--- src/hdl/asct_pkg.sv ---
// shared types and constants for the audio source selector with clock trim
package asct_pkg;

    typedef enum logic [1:0] {
        SRC_OFF  = 2'd0,
        SRC_USB  = 2'd1,
        SRC_BT   = 2'd2,
        SRC_WLAN = 2'd3
    } t_mode;

    typedef enum logic [1:0] {
        OP_EVAL = 2'd0,
        OP_USB  = 2'd1,
        OP_BT   = 2'd2,
        OP_WIFI = 2'd3
    } t_op;

    typedef enum logic [1:0] {
        MUTE_KEEP = 2'd0,
        MUTE_ON   = 2'd1,
        MUTE_OFF  = 2'd2
    } t_mute;

    typedef enum logic [1:0] {
        STREAM_NONE    = 2'd0,
        STREAM_RESTART = 2'd1,
        STREAM_BLOCKED = 2'd2
    } t_stream;

    typedef struct packed {
        logic load_quot;
        logic load_rem;
    } t_fmod_en;

    localparam int unsigned CFG_IDX_W = 3;
    localparam logic [CFG_IDX_W-1:0] CFG_SWITCH_DELAY = 3'd0;
    localparam logic [CFG_IDX_W-1:0] CFG_STANDBY      = 3'd1;
    localparam logic [CFG_IDX_W-1:0] CFG_USB_READY    = 3'd2;
    localparam logic [CFG_IDX_W-1:0] CFG_BT_READY     = 3'd3;
    localparam logic [CFG_IDX_W-1:0] CFG_WIFI_READY   = 3'd4;

    localparam logic [15:0] SWITCH_DELAY_RST = 16'd250;
    localparam logic [31:0] STANDBY_RST      = 32'd600000;

    localparam logic [8:0] PLL_N_MIN     = 9'd341;
    localparam logic [8:0] PLL_N_DOWN    = 9'd342;
    localparam logic [8:0] PLL_N_NOMINAL = 9'd343;
    localparam logic [8:0] PLL_N_UP      = 9'd344;
    localparam logic [8:0] PLL_N_MAX     = 9'd345;

    localparam logic signed [7:0] DRIFT_DEAD = 8'sd25;
    localparam logic signed [7:0] DRIFT_WIDE = 8'sd100;

endpackage

--- src/hdl/asct_floor_mod.sv ---
// two-stage floor remainder of a signed 32-bit value by the frame period
module asct_floor_mod
    import asct_pkg::*;
#(
    parameter int unsigned FRAME_PERIOD = 12288,
    localparam int unsigned FP_W = $clog2(FRAME_PERIOD + 1)
) (
    input  logic            i_clk,
    input  t_fmod_en        i_en,
    input  logic [31:0]     i_value,
    output logic [FP_W-1:0] o_rem
);

    localparam int unsigned RW = FP_W + 1;
    localparam logic [63:0] RECIP_FULL = 64'h1_0000_0000 / FRAME_PERIOD;
    localparam logic [31:0] RECIP = RECIP_FULL[31:0];
    localparam logic [RW-1:0] OFS_MOD = RW'(64'h8000_0000 % FRAME_PERIOD);
    localparam logic [RW-1:0] FP_R = RW'(FRAME_PERIOD);

    logic [31:0]     n_u;
    logic [63:0]     n_prod;
    logic [31:0]     r_u;
    logic [31:0]     r_quot;
    logic [RW-1:0]   qfp_lo;
    logic [RW-1:0]   rem_raw;
    logic [RW-1:0]   rem_fix;
    logic [RW-1:0]   rem_ofs;
    logic [FP_W-1:0] r_rem;

    // offset to unsigned, estimate quotient by reciprocal (may be one short)
    assign n_u    = i_value ^ 32'h8000_0000;
    assign n_prod = n_u * RECIP;

    always_ff @(posedge i_clk) begin
        if (i_en.load_quot) begin
            r_u    <= n_u;
            r_quot <= n_prod[63:32];
        end
    end

    always_comb begin
        qfp_lo  = r_quot[RW-1:0] * FP_R;
        rem_raw = r_u[RW-1:0] - qfp_lo;
        rem_fix = (rem_raw >= FP_R) ? (rem_raw - FP_R) : rem_raw;
        // undo the offset of 2^31
        if (rem_fix < OFS_MOD) begin
            rem_ofs = rem_fix + FP_R - OFS_MOD;
        end else begin
            rem_ofs = rem_fix - OFS_MOD;
        end
    end

    always_ff @(posedge i_clk) begin
        if (i_en.load_rem) begin
            r_rem <= rem_ofs[FP_W-1:0];
        end
    end

    assign o_rem = r_rem;

endmodule

--- src/hdl/audio_source_selector_clock_trim.sv ---
// audio source selector with usb drift tracking and pll trim, top level
//
// input channel: i_valid / o_stall with opcode, time stamp and timer capture.
// an item is taken at a clock edge with i_valid high and o_stall low.
// output channel: o_valid / i_stall with one result item per input item.
// configuration: i_cfg_valid / o_cfg_ready, register index and data; ready is
// always high, so every write is taken at once.
// stages: four (input register, reciprocal multiply, remainder correction,
// state update), in that order; the update stage loads the output register.
// throughput: one item per cycle while the receiver does not stall; the
// capture history is kept in the first stage and all other state in the
// update stage, so items of any kind follow each other directly.
// receiver stall: the output register holds its item and the stages behind it
// fill up; o_stall rises only when every stage holds an item.
// reset (synchronous, active low): mode none, all seen times and the drift
// cleared, trim record zero, power off, registers at their defaults.
module audio_source_selector_clock_trim
    import asct_pkg::*;
#(
    parameter int unsigned TIME_BITS    = 40,
    parameter int unsigned FRAME_PERIOD = 12288
) (
    input  logic                        i_clk,
    input  logic                        i_rst_n,
    input  logic                        i_valid,
    output logic                        o_stall,
    input  logic [1:0]                  i_opcode,
    input  logic [TIME_BITS-1:0]        i_now_ms,
    input  logic signed [31:0]          i_counter_value,
    output logic                        o_valid,
    input  logic                        i_stall,
    output logic [1:0]                  o_mode,
    output logic                        o_mode_committed,
    output logic [1:0]                  o_mute_action,
    output logic [1:0]                  o_stream_action,
    output logic                        o_pll_write,
    output logic [8:0]                  o_pll_n,
    output logic                        o_power_enable,
    input  logic                        i_cfg_valid,
    output logic                        o_cfg_ready,
    input  logic [CFG_IDX_W-1:0]        i_cfg_index,
    input  logic [31:0]                 i_cfg_data
);

    localparam int unsigned FP_W    = $clog2(FRAME_PERIOD + 1);
    localparam int unsigned DRIFT_W = FP_W + 1;
    localparam int unsigned XW      = FP_W + 3;
    localparam int unsigned SUM_W   = (TIME_BITS < 64) ? TIME_BITS + 1 : 64;
    localparam int unsigned CMP_W   = (TIME_BITS > 32) ? TIME_BITS : 32;
    localparam logic signed [XW-1:0] FP_X      = XW'(FRAME_PERIOD);
    localparam logic signed [XW-1:0] FP2_X     = XW'(2 * FRAME_PERIOD);
    localparam logic signed [XW-1:0] WRAP_MOD  = XW'(64'h1_0000_0000 % FRAME_PERIOD);
    localparam logic [DRIFT_W-1:0]   FP_D      = DRIFT_W'(FRAME_PERIOD);

    // configuration
    logic [15:0] r_switch_delay;
    logic [31:0] r_standby;
    logic        r_usb_ready;
    logic        r_bt_ready;
    logic        r_wifi_ready;

    // pipeline control
    logic out_free, s3_free, s2_free, s1_free;
    logic s3_go, s1_go, in_acc;
    logic r1_valid, r2_valid, r3_valid, r_out_valid;

    // pipeline payload
    t_op                  r1_op, r2_op, r3_op;
    logic [TIME_BITS-1:0] r1_now, r2_now, r3_now;
    logic [31:0]          r1_cap;
    logic [31:0]          r2_a32, r3_a32;
    logic [31:0]          r_cap_prev;
    logic                 borrow;
    logic [31:0]          a32;
    t_fmod_en             fmod_en;
    logic [FP_W-1:0]      frac_a;

    // block state
    t_mode                r_mode;
    t_mode                r_committed_last;
    logic [TIME_BITS-1:0] r_usb_seen, r_bt_seen, r_wifi_seen;
    logic [DRIFT_W-1:0]   r_drift;
    logic [8:0]           r_trim_written;
    logic                 r_power;

    t_mode                n_mode;
    t_mode                n_committed_last;
    logic [DRIFT_W-1:0]   n_drift;
    logic [8:0]           n_trim_written;
    logic                 n_power;
    logic                 n_committed;
    t_mute                n_mute;
    t_stream              n_stream;
    logic                 n_pll_write;
    logic [8:0]           n_pll_n;

    // output register
    t_mode                r_out_mode;
    logic                 r_out_committed;
    t_mute                r_out_mute;
    t_stream              r_out_stream;
    logic                 r_out_pll_write;
    logic [8:0]           r_out_pll_n;
    logic                 r_out_power;

    // age and mode selection signals
    logic [TIME_BITS-1:0] age_usb, age_bt, age_wifi;
    logic [SUM_W-1:0]     au_s, ab_s, aw_s, dly_s;
    logic                 all_idle;
    t_mode                mode_sel;
    logic                 sel_ready;

    // drift signals
    logic signed [32:0]   v33;
    logic                 wrap_hi, wrap_lo;
    logic signed [XW-1:0] x_raw, x_red;
    logic [FP_W-1:0]      frac_sum;
    logic [8:0]           trim_target;

    assign o_cfg_ready = 1'b1;

    always_ff @(posedge i_clk) begin
        if (!i_rst_n) begin
            r_switch_delay <= SWITCH_DELAY_RST;
            r_standby      <= STANDBY_RST;
            r_usb_ready    <= 1'b0;
            r_bt_ready     <= 1'b0;
            r_wifi_ready   <= 1'b0;
        end else if (i_cfg_valid) begin
            unique case (i_cfg_index)
                CFG_SWITCH_DELAY: r_switch_delay <= i_cfg_data[15:0];
                CFG_STANDBY:      r_standby      <= i_cfg_data;
                CFG_USB_READY:    r_usb_ready    <= i_cfg_data[0];
                CFG_BT_READY:     r_bt_ready     <= i_cfg_data[0];
                CFG_WIFI_READY:   r_wifi_ready   <= i_cfg_data[0];
                default: ;
            endcase
        end
    end

    assign out_free = !r_out_valid || !i_stall;
    assign s3_free  = !r3_valid || out_free;
    assign s2_free  = !r2_valid || s3_free;
    assign s1_free  = !r1_valid || s2_free;
    assign s3_go    = r3_valid && out_free;
    assign s1_go    = r1_valid && s2_free;
    assign in_acc   = i_valid && s1_free;
    assign o_stall  = !s1_free;

    always_ff @(posedge i_clk) begin
        if (!i_rst_n) begin
            r1_valid    <= 1'b0;
            r2_valid    <= 1'b0;
            r3_valid    <= 1'b0;
            r_out_valid <= 1'b0;
        end else begin
            if (s1_free) begin
                r1_valid <= i_valid;
            end
            if (s2_free) begin
                r2_valid <= r1_valid;
            end
            if (s3_free) begin
                r3_valid <= r2_valid;
            end
            if (out_free) begin
                r_out_valid <= r3_valid;
            end
        end
    end

    always_ff @(posedge i_clk) begin
        if (in_acc) begin
            r1_op  <= t_op'(i_opcode);
            r1_now <= i_now_ms;
            r1_cap <= i_counter_value;
        end
        if (s2_free) begin
            r2_op  <= r1_op;
            r2_now <= r1_now;
            r2_a32 <= a32;
        end
        if (s3_free) begin
            r3_op  <= r2_op;
            r3_now <= r2_now;
            r3_a32 <= r2_a32;
        end
    end

    // capture difference less one frame, with the wrap step
    assign borrow = $signed(r_cap_prev) > $signed(r1_cap);
    assign a32    = r1_cap - r_cap_prev - 32'(FRAME_PERIOD) - {31'b0, borrow};

    always_ff @(posedge i_clk) begin
        if (!i_rst_n) begin
            r_cap_prev <= '0;
        end else if (s1_go && r1_op == OP_USB) begin
            r_cap_prev <= r1_cap;
        end
    end

    assign fmod_en.load_quot = s2_free;
    assign fmod_en.load_rem  = s3_free;

    asct_floor_mod #(
        .FRAME_PERIOD (FRAME_PERIOD)
    ) u_floor_mod (
        .i_clk   (i_clk),
        .i_en    (fmod_en),
        .i_value (a32),
        .o_rem   (frac_a)
    );

    // ages and source selection
    always_comb begin
        age_usb  = r3_now - r_usb_seen;
        age_bt   = r3_now - r_bt_seen;
        age_wifi = r3_now - r_wifi_seen;
        au_s     = SUM_W'(age_usb);
        ab_s     = SUM_W'(age_bt);
        aw_s     = SUM_W'(age_wifi);
        dly_s    = SUM_W'(r_switch_delay);
        all_idle = (CMP_W'(age_usb) > CMP_W'(r_standby))
                && (CMP_W'(age_bt) > CMP_W'(r_standby))
                && (CMP_W'(age_wifi) > CMP_W'(r_standby));
        mode_sel = r_mode;
        unique case (r_mode)
            SRC_OFF: begin
                if (ab_s < dly_s) mode_sel = SRC_BT;
                else if (au_s < dly_s) mode_sel = SRC_USB;
                else if (aw_s < dly_s) mode_sel = SRC_WLAN;
            end
            SRC_BT: begin
                if (ab_s > au_s + dly_s) mode_sel = SRC_USB;
                else if (ab_s > aw_s + dly_s) mode_sel = SRC_WLAN;
                else if (ab_s > dly_s) mode_sel = SRC_OFF;
            end
            SRC_USB: begin
                if (ab_s < dly_s) mode_sel = SRC_BT;
                else if (au_s > aw_s + dly_s) mode_sel = SRC_WLAN;
                else if (au_s > dly_s) mode_sel = SRC_OFF;
            end
            SRC_WLAN: begin
                if (au_s < dly_s) mode_sel = SRC_USB;
                else if (ab_s < dly_s) mode_sel = SRC_BT;
                else if (aw_s > dly_s) mode_sel = SRC_OFF;
            end
            default: mode_sel = r_mode;
        endcase
        case (mode_sel)
            SRC_USB:  sel_ready = r_usb_ready;
            SRC_BT:   sel_ready = r_bt_ready;
            SRC_WLAN: sel_ready = r_wifi_ready;
            default:  sel_ready = 1'b0;
        endcase
    end

    // new drift: truncated remainder of the wrapped sum, and the pll trim target from it
    always_comb begin
        v33     = $signed({r3_a32[31], r3_a32})
                + $signed({{(33 - DRIFT_W){r_drift[DRIFT_W-1]}}, r_drift});
        wrap_hi = (v33[32:31] == 2'b01);
        wrap_lo = (v33[32:31] == 2'b10);
        x_raw   = $signed({3'b000, frac_a})
                + $signed({{(XW - DRIFT_W){r_drift[DRIFT_W-1]}}, r_drift});
        if (wrap_hi) begin
            x_raw = x_raw - WRAP_MOD;
        end else if (wrap_lo) begin
            x_raw = x_raw + WRAP_MOD;
        end
        if (x_raw < -FP_X) begin
            x_red = x_raw + FP2_X;
        end else if (x_raw < 0) begin
            x_red = x_raw + FP_X;
        end else if (x_raw >= FP2_X) begin
            x_red = x_raw - FP2_X;
        end else if (x_raw >= FP_X) begin
            x_red = x_raw - FP_X;
        end else begin
            x_red = x_raw;
        end
        frac_sum = x_red[FP_W-1:0];
        if (v33[31] && frac_sum != '0) begin
            n_drift = {1'b0, frac_sum} - FP_D;
        end else begin
            n_drift = {1'b0, frac_sum};
        end
        if ($signed(n_drift) < DRIFT_DEAD && $signed(n_drift) > -DRIFT_DEAD) begin
            trim_target = PLL_N_NOMINAL;
        end else if ($signed(n_drift) > DRIFT_WIDE) begin
            trim_target = PLL_N_MIN;
        end else if ($signed(n_drift) > 0) begin
            trim_target = PLL_N_DOWN;
        end else if ($signed(n_drift) < -DRIFT_WIDE) begin
            trim_target = PLL_N_MAX;
        end else begin
            trim_target = PLL_N_UP;
        end
    end

    // item result and next state
    always_comb begin
        n_mode           = r_mode;
        n_committed_last = r_committed_last;
        n_trim_written   = r_trim_written;
        n_power          = r_power;
        n_committed      = 1'b0;
        n_mute           = MUTE_KEEP;
        n_stream         = STREAM_NONE;
        n_pll_write      = 1'b0;
        n_pll_n          = '0;
        case (r3_op)
            OP_EVAL: begin
                n_mode = mode_sel;
                if (mode_sel != r_committed_last) begin
                    if (mode_sel == SRC_OFF) begin
                        n_mute           = MUTE_ON;
                        n_committed      = 1'b1;
                        n_committed_last = mode_sel;
                    end else if (!sel_ready) begin
                        n_stream = STREAM_BLOCKED;
                    end else begin
                        n_pll_write      = 1'b1;
                        n_pll_n          = PLL_N_NOMINAL;
                        n_stream         = STREAM_RESTART;
                        n_mute           = MUTE_OFF;
                        n_committed      = 1'b1;
                        n_committed_last = mode_sel;
                    end
                end
                if (n_stream != STREAM_BLOCKED) begin
                    n_power = !all_idle;
                end
            end
            OP_USB: begin
                if (r_mode == SRC_USB && trim_target != r_trim_written) begin
                    n_trim_written = trim_target;
                    n_pll_write    = 1'b1;
                    n_pll_n        = trim_target;
                end
            end
            default: ;
        endcase
    end

    always_ff @(posedge i_clk) begin
        if (!i_rst_n) begin
            r_mode           <= SRC_OFF;
            r_committed_last <= SRC_OFF;
            r_usb_seen       <= '0;
            r_bt_seen        <= '0;
            r_wifi_seen      <= '0;
            r_drift          <= '0;
            r_trim_written   <= '0;
            r_power          <= 1'b0;
        end else if (s3_go) begin
            r_mode           <= n_mode;
            r_committed_last <= n_committed_last;
            r_trim_written   <= n_trim_written;
            r_power          <= n_power;
            case (r3_op)
                OP_USB: begin
                    r_usb_seen <= r3_now;
                    r_drift    <= n_drift;
                end
                OP_BT:   r_bt_seen   <= r3_now;
                OP_WIFI: r_wifi_seen <= r3_now;
                default: ;
            endcase
        end
    end

    always_ff @(posedge i_clk) begin
        if (out_free) begin
            r_out_mode      <= n_mode;
            r_out_committed <= n_committed;
            r_out_mute      <= n_mute;
            r_out_stream    <= n_stream;
            r_out_pll_write <= n_pll_write;
            r_out_pll_n     <= n_pll_n;
            r_out_power     <= n_power;
        end
    end

    assign o_valid          = r_out_valid;
    assign o_mode           = r_out_mode;
    assign o_mode_committed = r_out_committed;
    assign o_mute_action    = r_out_mute;
    assign o_stream_action  = r_out_stream;
    assign o_pll_write      = r_out_pll_write;
    assign o_pll_n          = r_out_pll_n;
    assign o_power_enable   = r_out_power;

endmodule
--- config.mk ---
export PLATFORM = sky130hd
export DESIGN_NAME = audio_source_selector_clock_trim
export DESIGN_NICKNAME = d
export VERILOG_FILES = /design/src/hdl/asct_pkg.sv /design/src/hdl/asct_floor_mod.sv /design/src/hdl/audio_source_selector_clock_trim.sv
export SDC_FILE = /design/constraint.sdc
export NUM_CORES = 2
export LEC_CHECK = 0
export ABC_AREA = 1
export BUFFER_PORTS_ARGS = -buffer_cell sky130_fd_sc_hd__buf_2
export CAP_MARGIN = 0
export CORE_MARGIN = 2
export CORE_UTILIZATION = 25
export DETAILED_ROUTE_END_ITERATION = 10
export PLACE_DENSITY_LB_ADDON = 0.1
export SYNTH_ARGS = -nofsm -noshare
export SYNTH_HDL_FRONTEND = slang
export SYNTH_HIERARCHICAL = 1
export SYNTH_SLANG_ARGS = --single-unit
--- constraint.sdc ---
create_clock -name i_clk -period 9.64 [get_ports i_clk]
set_input_delay 1.446 -clock i_clk [delete_from_list [all_inputs] [get_ports i_clk]]
set_output_delay 1.446 -clock i_clk [all_outputs]
set_load 0.01 [all_outputs]
==> reports/metrics.yaml <==
status: "finished, final reports clean"
ff2ff_path_depth: 56
path_common_cell: "nand3_1"
ys_types: 65
maxSlewViolCount: 0
synth_area_per_cell_um2: 7.804
grt_pass1_vias: 40240
place.gp.congestion: 0.8952
die_x_um: 434.9
fin_crit_sh_pct: 98.11
vias_per_cell: 4.468
critPathSlowestCell: "fa_1"
via_count: 39840
min_period_ns: 9.458
tightest_slew_ns: 1.113
holdPathStages: 0
groute.usage.overall_pct: 17.20
cp_max_fo: 4
grt_start_max_net_pins: 78
required_ns: 10.10
fin_nets: 7382
io_pins: 135
drt-pass1-iter-count: 6
synth-seq-area-share_pct: 27.28
place_area_mm2: 0.05209
synth_top_flop_cell: "edfxtp_1"
cpPeakStageDelay_ns: 0.54
ant_nets: 0
hp-start: "r1_now[30]"
synthToLayoutAreaGrowth_pct: 18.62
h-tree-depth: 3
cts_buffers: 69
grt_pass1_wl_mm: 247.5
min_path_type: "reg -> reg"
wire_per_inst_um: 18.40
drt_wl_total_mm: 164.1
whs_ns: 0.4119
cts_sinks: 499
core_area_mm2: 0.1850
rrSetupSlack_ns: 0.18
antenna_cells: 0
worst-setup-path-type: "reg -> reg"
netlist.top_cell.by_area: "ha_1"
finClkSkew_ns: 0.05199
num_rows: 158
synth_most_common_cell: "inv_1"
cts_tree: "built"
synth_commonest_cells: "inv_1, nand2_1, ha_1, a21oi_1, nor2_1"
drive_gt1_share_pct: 12.04
initial_core_util_pct: 25.09
ys_ff_latch: 499
tns_ns: 0
die_h_um: 434.9
hpwlAfterDp_mm: 140.0
cts-hold-fix-buffers: 0
die_area_mm2: 0.1891
syn_area_mm2: 0.04642
syn_inst: 5948
slew_headroom_pct: 25.50
cap_violations: 0
synth.area.top_cells: "ha_1, edfxtp_1, dfxtp_1"
worstSetupEndpointType: "flop"
synth-edff-count: 267
clock_latency_ns: 0.70
rsz0062_at_grt: "yes"
r2r_start: "r1_cap[4]"
ctsRootBufferMaster: "clkbuf_16"
final_area_mm2: 0.05506
async_reset_ff_share_pct: 0
port_buffers: 131
antenna_found_initial: 5
drt_iter0_drc: 2105
ys_warn_count: 6
synth_top_area_share_pct: 18.84
max_freq_ghz: 0.1057
setup_viol: 0
critPathLaunchType: "flop"
cts_buffer_depth: 3
grt-ovfl-total: 0
whs_endpoint: "r2_now[30]"
drcViolationCount: 0
rr_endpoint: "u_floor_mod/r_quot[1]"
crit_arrival_ns: 9.92
cts.clk_slew.worst_paths_ns: 0.06
hold_viol: 0
-- worst max-delay path by stage --
stage | start | endpoint | slack, ns
2_1_floorplan | r1_cap[31] | u_floor_mod/r_quot[2] | 0.42
3_3_place_gp | r1_cap[4] | u_floor_mod/r_quot[2] | -0.59
3_5_place_dp | r1_cap[4] | u_floor_mod/r_quot[2] | -0.68
4_1_cts | r1_cap[4] | u_floor_mod/r_quot[2] | -0.005
5_1_grt | r1_cap[4] | u_floor_mod/r_quot[1] | -0.37
6_report | r1_cap[4] | u_floor_mod/r_quot[1] | 0.18
-- cells in the final DEF, fill, tap and decap left out, types with 16 or more instances in the layout --
master        n
nand2_1    1075
nor4_1       22
nor2_2       29
a21o_1       24
a21oi_1     561
clkbuf_1     18
nand3b_1     17
nand3_2      19
a211oi_1     19
xnor2_1      43
nand4_1      94
nand3_1     217
inv_2        27
a21oi_2      16
ha_4         21
buf_4       305
o21bai_1     22
nand2_2      50
clkbuf_16    70
fa_1        182
buf_2       130
xor2_1      145
o21ai_1      21
nor2_1      392
dfxtp_1     232
inv_1      1123
o21ai_0     317
o211ai_1     34
ha_1        678
nor3_1       60
edfxtp_1    267
-- layout make-up --
type | instances | area [um^2]
clock buffers | 102 | 2012
inverters | 1155 | 4340
well taps | 2480 | 3103
multi-input cells | 4219 | 29660
fillers | 20290 | 130000
flip-flops and latches | 499 | 12660
repair buffers | 437 | 2963
clock inverters | 25 | 321.6
-- per-stage QoR --
stage | utilization, % | cells | setup slack (ns)
floorplan | - | 5949 | 0.4190
global placement | 28.15 | 8774 | -0.5855
detailed placement | 28.15 | 8774 | -0.6819
CTS | 29.58 | 8909 | -0.004767
global route | 29.75 | 8917 | -0.3724
finish | 29.75 | 8917 | 0.1823
-- cell families (layout without fill, tap and decap cells) --
| logic type | Yosys count | in the layout | synth area share (%) |
|---|---|---|---|
| buffers and inverters | 1231 | 1719 | 10.01 |
| AND/OR/NAND/NOR | 2032 | 2032 | 19.03 |
| other | 2 | 3 | 0.01618 |
| XOR/XNOR | 194 | 194 | 3.677 |
| adder cells (fa/ha/maj) | 887 | 887 | 26.95 |
| flip-flops | 499 | 499 | 27.28 |
| AO/OA/AOI/OAI | 1103 | 1103 | 13.03 |
-- sequential cells by signal (all words and copies together) (netlist names), 3 cells and up --
register / flops
r1_now: 40
r2_now: 40
r3_now: 40
r_bt_seen: 40
r_usb_seen: 40
r_wifi_seen: 40
r1_cap: 32
r2_a32: 32
r3_a32: 32
r_cap_prev: 32
r_standby: 32
r_switch_delay: 16
r_drift: 15
u_floor_mod/r_u: 15
u_floor_mod/o_rem: 14
o_pll_n: 5
r_trim_written: 5
u_floor_mod/r_quot: 3
-- layer usage --
layer / GRT usage, % / vias up / part of all wire, % / routed length, um
li1: - / 20410 / - / -
met1: 25.39 / 18690 / 51 / 84400
met2: 26.78 / 630 / 43 / 71130
met3: 1.687 / 113 / 3.1 / 5125
met4: 3.999 / 0 / 2.1 / 3392
met5: 0 / - / 0 / 0
-- worst max-delay path: cells and delay by family (launching register included) --
kind / cells / cell delay [ns]
AOI/OAI and AO/OA: 9 / 1.06
buffers and inverters: 13 / 1.13
DFF: 1 / 0.39
and+or+nand+nor: 19 / 1.71
adders and majority gates: 13 / 4.53
xor gates and xnor gates: 2 / 0.37
-- timing repair --
action,in CTS,in global routing
resized for setup,52,52
cloned,0,0
buffers inserted,8,8
pin swaps,26,51
endpoints found under the setup margin,3,13
Power is left out: the tool's default activity adds up to more than one toggle a clock period on the data nets, which glitch-free logic cannot reach.
